`config.mk`:
```
export PLATFORM = sky130hd
export DESIGN_NAME = can_id_routing_table_unit
export DESIGN_NICKNAME = d
export VERILOG_FILES = /design/src/crt_pkg.sv /design/src/can_id_routing_table_unit.sv /design/src/crt_chan_cell.sv /design/src/crt_slot_cell.sv
export SDC_FILE = /design/constraint.sdc
export NUM_CORES = 2
export LEC_CHECK = 0
export BUFFER_PORTS_ARGS = -buffer_cell sky130_fd_sc_hd__clkbuf_2
export CAP_MARGIN = 10
export CORE_MARGIN = 10
export CORE_UTILIZATION = 35
export DETAILED_ROUTE_END_ITERATION = 6
export SLEW_MARGIN = 20
export SYNTH_ARGS = -nofsm -noshare
export SYNTH_HDL_FRONTEND = slang
export SYNTH_SLANG_ARGS = --single-unit
```
`constraint.sdc`:
```
create_clock -name clk -period 6.1 [get_ports clk]
set_clock_uncertainty 0.05 [all_clocks]
set_input_delay 0.61 -clock clk [delete_from_list [all_inputs] [get_ports clk]]
set_output_delay 0.61 -clock clk [all_outputs]
set_load 0.01 [all_outputs]
```
`src/crt_pkg.sv`:
```
`default_nettype none
package crt_pkg;

	localparam int ID_W  = 29;
	localparam int IDX_W = 7;

	typedef enum logic [2:0] {
		OP_ROUTE_RX   = 3'd0,
		OP_FIND_TX    = 3'd1,
		OP_MAP        = 3'd2,
		OP_REGISTER   = 3'd3,
		OP_UNREGISTER = 3'd4,
		OP_CLEAR_ALL  = 3'd5
	} op_e;

	typedef enum logic [1:0] {
		ST_OK         = 2'd0,
		ST_INVALID    = 2'd1,
		ST_NO_SPACE   = 2'd2,
		ST_NOT_MAPPED = 2'd3
	} status_e;

	typedef enum logic [1:0] {
		KIND_NONE    = 2'd0,
		KIND_CHANNEL = 2'd1,
		KIND_SLOT    = 2'd2
	} kind_e;

	typedef struct packed {
		logic [2:0]      operation;
		logic [1:0]      controller;
		logic [ID_W-1:0] frame_id;
		logic [3:0]      channel;
		logic [ID_W-1:0] transmit_id;
	} req_t;

	typedef struct packed {
		logic [1:0] status;
		logic [1:0] target_kind;
		logic [4:0] target_index;
		logic [1:0] target_controller;
	} rsp_t;

	// lookup travelling down the row of cells
	typedef struct packed {
		logic             valid;
		op_e              op;
		logic [ID_W-1:0]  id;
		logic             ctrl_ok;
		logic             found;
		kind_e            kind;
		logic [IDX_W-1:0] idx;
		logic [1:0]       tctrl;
		logic             free_found;
		logic [IDX_W-1:0] free_idx;
	} token_t;

	// table update broadcast to all cells
	typedef struct packed {
		logic             clear_all;
		logic             chan_wr;
		logic             slot_wr;
		logic             slot_free;
		logic [IDX_W-1:0] idx;
		logic [ID_W-1:0]  id;
		logic [ID_W-1:0]  tx_id;
		logic [1:0]       ctrl;
	} upd_t;

endpackage
`default_nettype wire

```
`src/can_id_routing_table_unit.sv`:
```
// CAN identifier routing table: CHANNEL_COUNT transport channel cells followed by
// HANDLER_COUNT handler slot cells form one row, and every request walks down that row
// one cell per clock, each cell checking its own entry and passing the first match on.
// One request is handled at a time, and table updates land at the edge that ends the walk.
// The finished response then passes through a one-entry buffer before it moves to the output
// register. A new request is taken only while no request walks the row and that buffer is
// empty, so a response held in the output register stalls the request side only once the
// following request has finished its walk. controllers_in_use is written through cfg_we/
// cfg_wdata; the user must write it only while no request is in flight, as the block itself
// does not enforce this. It resets to 1.
`default_nettype none
module can_id_routing_table_unit #(
	parameter int CHANNEL_COUNT  = 16,
	parameter int HANDLER_COUNT  = 32,
	parameter int CONTROLLER_MAX = 4
) (
	input  wire logic          clk,
	input  wire logic          arst_n,
	input  wire logic          cfg_we,
	input  wire logic [2:0]    cfg_wdata,
	input  wire logic          req_valid,
	output logic               req_stall,
	input  wire crt_pkg::req_t req,
	output logic               rsp_valid,
	input  wire logic          rsp_stall,
	output crt_pkg::rsp_t      rsp
);

	localparam int CELLS = CHANNEL_COUNT + HANDLER_COUNT;

	logic [2:0]                 ctrl_use_q;
	logic                       scan_q;
	logic                       pend_valid_q;
	crt_pkg::rsp_t              pend_q;
	crt_pkg::rsp_t              rsp_q;
	logic                       rsp_valid_q;
	logic [3:0]                 channel_q;
	logic [crt_pkg::ID_W-1:0]   tx_id_q;
	logic [1:0]                 ctrl_q;
	logic                       accept;
	logic                       ctrl_ok;
	logic                       map_ok;
	crt_pkg::token_t            tok_head;
	crt_pkg::token_t            tok [0:CELLS];
	crt_pkg::token_t            tok_end;
	crt_pkg::rsp_t              res;
	crt_pkg::upd_t              upd;

	assign req_stall = scan_q || pend_valid_q;
	assign accept    = req_valid && !req_stall;
	assign ctrl_ok   = ({1'b0, req.controller} < ctrl_use_q)
		&& (32'(req.controller) < CONTROLLER_MAX);

	always_comb begin
		tok_head          = '0;
		tok_head.valid    = accept;
		tok_head.op       = crt_pkg::op_e'(req.operation);
		tok_head.id       = req.frame_id;
		tok_head.ctrl_ok  = ctrl_ok;
		tok_head.kind     = crt_pkg::KIND_NONE;
	end

	assign tok[0] = tok_head;

	for (genvar i = 0; i < CHANNEL_COUNT; i++) begin : g_chan
		crt_chan_cell #(.IDX(i)) u_cell (
			.clk     (clk),
			.arst_n  (arst_n),
			.tok_in  (tok[i]),
			.upd     (upd),
			.tok_out (tok[i+1])
		);
	end

	for (genvar j = 0; j < HANDLER_COUNT; j++) begin : g_slot
		crt_slot_cell #(.IDX(j)) u_cell (
			.clk     (clk),
			.arst_n  (arst_n),
			.tok_in  (tok[CHANNEL_COUNT+j]),
			.upd     (upd),
			.tok_out (tok[CHANNEL_COUNT+j+1])
		);
	end

	assign tok_end = tok[CELLS];
	assign map_ok  = (32'(channel_q) < CHANNEL_COUNT) && tok_end.ctrl_ok;

	always_comb begin
		res           = '0;
		res.status    = crt_pkg::ST_INVALID;
		upd           = '0;
		upd.id        = tok_end.id;
		upd.tx_id     = tx_id_q;
		upd.ctrl      = ctrl_q;
		upd.idx       = tok_end.idx;
		case (tok_end.op)
			crt_pkg::OP_ROUTE_RX: begin
				if (tok_end.ctrl_ok) begin
					res.status       = crt_pkg::ST_OK;
					res.target_kind  = tok_end.kind;
					res.target_index = tok_end.idx[4:0];
				end
			end
			crt_pkg::OP_FIND_TX: begin
				if (tok_end.found) begin
					res.status            = crt_pkg::ST_OK;
					res.target_kind       = crt_pkg::KIND_CHANNEL;
					res.target_index      = tok_end.idx[4:0];
					res.target_controller = tok_end.tctrl;
				end else begin
					res.status = crt_pkg::ST_NOT_MAPPED;
				end
			end
			crt_pkg::OP_MAP: begin
				if (map_ok) begin
					res.status       = crt_pkg::ST_OK;
					res.target_kind  = crt_pkg::KIND_CHANNEL;
					res.target_index = 5'(channel_q);
					upd.chan_wr      = tok_end.valid;
					upd.idx          = crt_pkg::IDX_W'(channel_q);
				end
			end
			crt_pkg::OP_REGISTER: begin
				if (tok_end.found) begin
					res.status       = crt_pkg::ST_OK;
					res.target_kind  = crt_pkg::KIND_SLOT;
					res.target_index = tok_end.idx[4:0];
				end else if (tok_end.free_found) begin
					res.status       = crt_pkg::ST_OK;
					res.target_kind  = crt_pkg::KIND_SLOT;
					res.target_index = tok_end.free_idx[4:0];
					upd.slot_wr      = tok_end.valid;
					upd.idx          = tok_end.free_idx;
				end else begin
					res.status = crt_pkg::ST_NO_SPACE;
				end
			end
			crt_pkg::OP_UNREGISTER: begin
				if (tok_end.found) begin
					res.status       = crt_pkg::ST_OK;
					res.target_kind  = crt_pkg::KIND_SLOT;
					res.target_index = tok_end.idx[4:0];
					upd.slot_free    = tok_end.valid;
				end
			end
			crt_pkg::OP_CLEAR_ALL: begin
				res.status    = crt_pkg::ST_OK;
				upd.clear_all = tok_end.valid;
			end
			default: begin
				res.status = crt_pkg::ST_INVALID;
			end
		endcase
	end

	always_ff @(posedge clk or negedge arst_n) begin
		if (!arst_n) begin
			ctrl_use_q <= 3'd1;
		end else if (cfg_we) begin
			ctrl_use_q <= cfg_wdata;
		end
	end

	always_ff @(posedge clk) begin
		if (accept) begin
			channel_q <= req.channel;
			tx_id_q   <= req.transmit_id;
			ctrl_q    <= req.controller;
		end
	end

	always_ff @(posedge clk or negedge arst_n) begin
		if (!arst_n) begin
			scan_q       <= 1'b0;
			pend_valid_q <= 1'b0;
			rsp_valid_q  <= 1'b0;
		end else begin
			if (accept) begin
				scan_q <= 1'b1;
			end else if (tok_end.valid) begin
				scan_q <= 1'b0;
			end
			if (tok_end.valid) begin
				pend_valid_q <= 1'b1;
			end else if (pend_valid_q && (!rsp_valid_q || !rsp_stall)) begin
				pend_valid_q <= 1'b0;
			end
			if (pend_valid_q && (!rsp_valid_q || !rsp_stall)) begin
				rsp_valid_q <= 1'b1;
			end else if (rsp_valid_q && !rsp_stall) begin
				rsp_valid_q <= 1'b0;
			end
		end
	end

	always_ff @(posedge clk) begin
		if (tok_end.valid) begin
			pend_q <= res;
		end
		if (pend_valid_q && (!rsp_valid_q || !rsp_stall)) begin
			rsp_q <= pend_q;
		end
	end

	assign rsp_valid = rsp_valid_q;
	assign rsp       = rsp_q;

endmodule
`default_nettype wire

```
`src/crt_chan_cell.sv`:
```
`default_nettype none
module crt_chan_cell #(
	parameter int IDX = 0
) (
	input  wire logic            clk,
	input  wire logic            arst_n,
	input  wire crt_pkg::token_t tok_in,
	input  wire crt_pkg::upd_t   upd,
	output crt_pkg::token_t      tok_out
);

	logic [crt_pkg::ID_W-1:0] rx_q;
	logic [crt_pkg::ID_W-1:0] tx_q;
	logic [1:0]               ctrl_q;
	logic                     valid_q;
	logic                     hit;
	logic                     tok_valid_q;
	crt_pkg::token_t          nxt;
	crt_pkg::token_t          tok_q;

	always_comb begin
		hit = 1'b0;
		if (tok_in.valid && !tok_in.found && valid_q) begin
			hit = (tok_in.op == crt_pkg::OP_ROUTE_RX && tok_in.ctrl_ok && rx_q == tok_in.id)
				|| (tok_in.op == crt_pkg::OP_FIND_TX && tx_q == tok_in.id);
		end
		nxt = tok_in;
		if (hit) begin
			nxt.found = 1'b1;
			nxt.kind  = crt_pkg::KIND_CHANNEL;
			nxt.idx   = crt_pkg::IDX_W'(IDX);
			nxt.tctrl = ctrl_q;
		end
	end

	always_ff @(posedge clk or negedge arst_n) begin
		if (!arst_n) begin
			tok_valid_q <= 1'b0;
		end else begin
			tok_valid_q <= tok_in.valid;
		end
	end

	always_ff @(posedge clk) begin
		tok_q <= nxt;
	end

	always_comb begin
		tok_out       = tok_q;
		tok_out.valid = tok_valid_q;
	end

	always_ff @(posedge clk or negedge arst_n) begin
		if (!arst_n) begin
			valid_q <= 1'b0;
		end else if (upd.clear_all) begin
			valid_q <= 1'b0;
		end else if (upd.chan_wr && upd.idx == crt_pkg::IDX_W'(IDX)) begin
			valid_q <= 1'b1;
		end
	end

	always_ff @(posedge clk) begin
		if (upd.chan_wr && upd.idx == crt_pkg::IDX_W'(IDX)) begin
			rx_q   <= upd.id;
			tx_q   <= upd.tx_id;
			ctrl_q <= upd.ctrl;
		end
	end

endmodule
`default_nettype wire

```
`src/crt_slot_cell.sv`:
```
`default_nettype none
module crt_slot_cell #(
	parameter int IDX = 0
) (
	input  wire logic            clk,
	input  wire logic            arst_n,
	input  wire crt_pkg::token_t tok_in,
	input  wire crt_pkg::upd_t   upd,
	output crt_pkg::token_t      tok_out
);

	logic [crt_pkg::ID_W-1:0] ident_q;
	logic                     active_q;
	logic                     hit;
	logic                     tok_valid_q;
	crt_pkg::token_t          nxt;
	crt_pkg::token_t          tok_q;

	always_comb begin
		hit = 1'b0;
		if (tok_in.valid && !tok_in.found && active_q && ident_q == tok_in.id) begin
			hit = (tok_in.op == crt_pkg::OP_ROUTE_RX && tok_in.ctrl_ok)
				|| tok_in.op == crt_pkg::OP_REGISTER
				|| tok_in.op == crt_pkg::OP_UNREGISTER;
		end
		nxt = tok_in;
		if (hit) begin
			nxt.found = 1'b1;
			nxt.kind  = crt_pkg::KIND_SLOT;
			nxt.idx   = crt_pkg::IDX_W'(IDX);
		end
		// first free slot for register
		if (tok_in.valid && !active_q && !tok_in.free_found) begin
			nxt.free_found = 1'b1;
			nxt.free_idx   = crt_pkg::IDX_W'(IDX);
		end
	end

	always_ff @(posedge clk or negedge arst_n) begin
		if (!arst_n) begin
			tok_valid_q <= 1'b0;
		end else begin
			tok_valid_q <= tok_in.valid;
		end
	end

	always_ff @(posedge clk) begin
		tok_q <= nxt;
	end

	always_comb begin
		tok_out       = tok_q;
		tok_out.valid = tok_valid_q;
	end

	always_ff @(posedge clk or negedge arst_n) begin
		if (!arst_n) begin
			active_q <= 1'b0;
		end else if (upd.clear_all) begin
			active_q <= 1'b0;
		end else if (upd.idx == crt_pkg::IDX_W'(IDX)) begin
			if (upd.slot_wr) begin
				active_q <= 1'b1;
			end else if (upd.slot_free) begin
				active_q <= 1'b0;
			end
		end
	end

	always_ff @(posedge clk) begin
		if (upd.slot_wr && upd.idx == crt_pkg::IDX_W'(IDX)) begin
			ident_q <= upd.id;
		end
	end

endmodule
`default_nettype wire

```
==> impl_metrics.yaml <==
outcome:
  run_status: "finished, final reports clean"
synth:
  syn_inst: 7883
  yosysSeqAreaShare_pct: 79.0
  synth_top_area_share_pct: 44.4
  synth_top_area_cell: "edfxtp_1"
  post_synth_instance_area_mm2: 0.132
  postSynthAreaPerCell_um2: 16.7
  synth.distinct_cells: 69
  synth_flop_cell: "dfxtp_1"
  yosysMostFrequentCell: "dfxtp_1"
  yosysWarnings: 0
  synth_edf_count: 1945
  syn_nets: 7959
  synth_area_leaders: "edfxtp_1 (44%), dfxtp_1 (33%), xnor2_1 (8.4%)"
  ys_top_cells_by_count: "dfxtp_1 (2,146), edfxtp_1 (1,945), xnor2_1 (1,258), xor2_1 (602), nand4_1 (343)"
  synth-seq-cells: 4193
  synthArstFlopShare_pct: 2.43
final_layout:
  nets: 8603
  area_growth_syn_to_layout_pct: 16.2
  drive_above_1_share_pct: 13.5
  final_area_mm2: 0.153
global_routing:
  grt_antenna_before_repair: 62
  grtUsageTotal_pct: 16.9
  grt_max_degree: 69
  grt_pass1_wl_um: 491000
  grt_pass1_vias: 65730
  grt_overflow: 0
detailed_routing:
  drcViolationCount: 0
  routed-wl-met2_um: 164000
  ant_nets: 0
  vias: 65830
  top_layer: "met4"
  wl_met1_um: 151000
  dr_wl_met3_um: 26200
  vias_per_cell: 4.75
  drt_iter0_drc: 7597
  drt_pre_antenna_iters: 5
  wire_per_inst_um: 25.2
  wirelength_um: 350000
critical_path:
  max_stage_delay_ns: 0.74
  startpoint: "g_slot[31].u_cell.tok_out[52]"
  startpoint_type: "flop"
  setup.worst_path.end: "g_chan[4].u_cell.tx_q[9]"
  crit_path_end_kind: "flop"
  arrival_ns: 4.75
  path_class: "flop to flop"
  r2r_start: "g_slot[31].u_cell.tok_out[52]"
  crit_top_cell: "buf_4"
  worstPathRequired_ns: 6.61
  worstPathCellList: "nor2_1, and3_1, a221o_1, or2_2, buf_4, nor3_4, buf_4"
  path_delay_family: "simple AND/OR/NAND/NOR gates"
  crit_slowest_cell: "dfxtp_1"
  worst-path-buf-inv: 2
  cp_max_fo: 26
  r2r_end: "g_chan[4].u_cell.tx_q[9]"
  r2r_slack_ns: 1.86
  cp_num_cells: 7
  r2r_cells: 7
power:
  ir_drop_uv: 238
  power_mw: 56.4
  cellPowerDensity_mw_per_mm2: 369
  p_leak_nw: 53.4
floorplan:
  start_util_pct: 35.1
  die_h_um: 633
  rows: 225
  dieArea_mm2: 0.401
  ios: 88
  die_w_um: 633
  core_mm2: 0.375
clock_tree:
  cts_inserted_buffers: 381
  tritoncts: "yes"
  clockBufferDepth: 4
  clockRootBuffer: "clkbuf_16"
  cts_max_level: 5
  clock_sinks: 4193
  clk_pin_slew_ns: 0.06
  clk_latency_ns: 0.90
timing:
  post-route-min-period_ns: 4.24
  min_period_over_period_pct: 69.6
  setup_viol: 0
  worst_pin_slew_ns: 1.14
  rsz0062_at_grt: "false"
  fin_setup_tns_ns: 0
  hold_viol: 0
  timing.slew.headroom_pct: 24.0
  drv_slew: 0
  fmax_ghz: 0.236
min_path:
  hold_class: "primary input to asynchronous set/reset pin"
placed_design:
  hpwl_um: 226000
  portBuffers: 87
  place.gp.congestion: 0.881
  postPlaceCellArea_mm2: 0.139
job:
  maxCapViolCount: 0
==> stage by stage <==
| stage | utilization, % | cells | hold slack [ns] | setup slack (ns) |
|---|---|---|---|---|
| 3_3_place_gp | 37.2 | 13062 | 0.261 | 2.02 |
| 4_1_cts | 40.7 | 13841 | 0.223 | 1.87 |
| 2_1_floorplan | - | 7883 | 0.260 | 1.54 |
| 3_5_place_dp | 37.2 | 13062 | 0.262 | 1.91 |
| 6_report | 40.8 | 13853 | 0.239 | 1.86 |
| 5_1_grt | 40.8 | 13843 | 0.254 | 1.65 |
==> where the power goes <==
group          total (mW)  switching, mW  internal (mW)
clock                23.8           10.2           13.6
sequential           31.2          0.950           30.2
combinational        1.45          0.824          0.624
total                56.4           12.0           44.5
==> cells in the final DEF (no fill, tap or decap), types with 30 or more instances in the layout <==
cell	instances
a21oi_1	43
dlygate4sd3_1	76
nand2_1	99
nor2_2	30
dfrtp_1	101
xnor2_1	1258
clkbuf_8	69
nor2b_1	162
xor2_1	602
o2111ai_1	30
nor3_1	55
clkbuf_16	400
nor4_1	202
dfxtp_1	2117
clkinv_2	54
nand2b_1	101
edfxtp_1	1945
nand3_1	49
nor2_1	127
buf_4	128
clkbuf_1	108
or2_2	264
clkbuf_2	86
nand4_1	343
==> kinds of logic (layout without fill, tap and decap cells) <==
group,Yosys count,in the layout,synth area share (%)
buffers and inverters,36,1000,0.131
DFF,4193,4193,79.0
muxes,33,33,0.281
other,0,12,0
adders and majority gates,1,1,0.00951
xor gates and xnor gates,1860,1860,12.4
and+or+nand+nor,1564,1564,7.06
AOI/OAI and AO/OA,196,196,1.17
==> worst min path at each step <==
stage	start	end	slack (ns)	depth (start not counted)
final	arst_n	rsp_valid	0.24	2
after global routing	g_slot[6].u_cell.tok_out[9]	g_slot[7].u_cell.tok_out[9]	0.25	0
after CTS	arst_n	rsp_valid	0.22	2
after detailed placement	g_slot[12].u_cell.tok_out[8]	g_slot[13].u_cell.tok_out[8]	0.26	0
after global placement	g_slot[12].u_cell.tok_out[8]	g_slot[13].u_cell.tok_out[8]	0.26	0
after floorplan	arst_n	ctrl_use_q[1]	0.26	0
==> routing by layer <==
| layer | track usage, % | vias up |
|---|---|---|
| met5 | 0 | - |
| met4 | 4.25 | 0 |
| met3 | 2.47 | 510 |
| met2 | 27.6 | 2722 |
| met1 | 23.7 | 33423 |
| li1 | - | 29175 |
==> registers in the layout, indices dropped and copies added (netlist names) <==
name / cells
g_slot.u_cell.active_q: 32
pend_valid_q: 1
g_slot.u_cell.tok_out: 1521
g_chan.u_cell.tok_out: 625
g_chan.u_cell.ctrl_q: 32
g_chan.u_cell.tx_q: 464
g_chan.u_cell.rx_q: 464
channel_q: 4
g_slot.u_cell.tok_valid_q: 32
g_slot.u_cell.ident_q: 928
pend_q: 11
rsp: 11
ctrl_use_q: 3
rsp_valid: 1
tx_id_q: 29
scan_q: 1
g_chan.u_cell.tok_valid_q: 16
g_chan.u_cell.valid_q: 16
ctrl_q: 2
==> layout make-up <==
type | instances | area [µm²]
sequential | 4193 | 104000
tap | 4994 | 6250
multi-input combinational | 3654 | 27800
timing repair buffer | 291 | 2160
clock buffer | 577 | 11400
antenna | 12 | 30.0
inverter | 6 | 22.5
clock inverter | 126 | 1190
fill | 33592 | 222000
==> what timing repair did <==
action | CTS | global route
hold buffers | 76 | 0
setup buffers | 0 | 0
gates resized for setup | 0 | 0
hold endpoints to repair | 138 | 0
No activity file was read; power rests on OpenSTA's default activity.
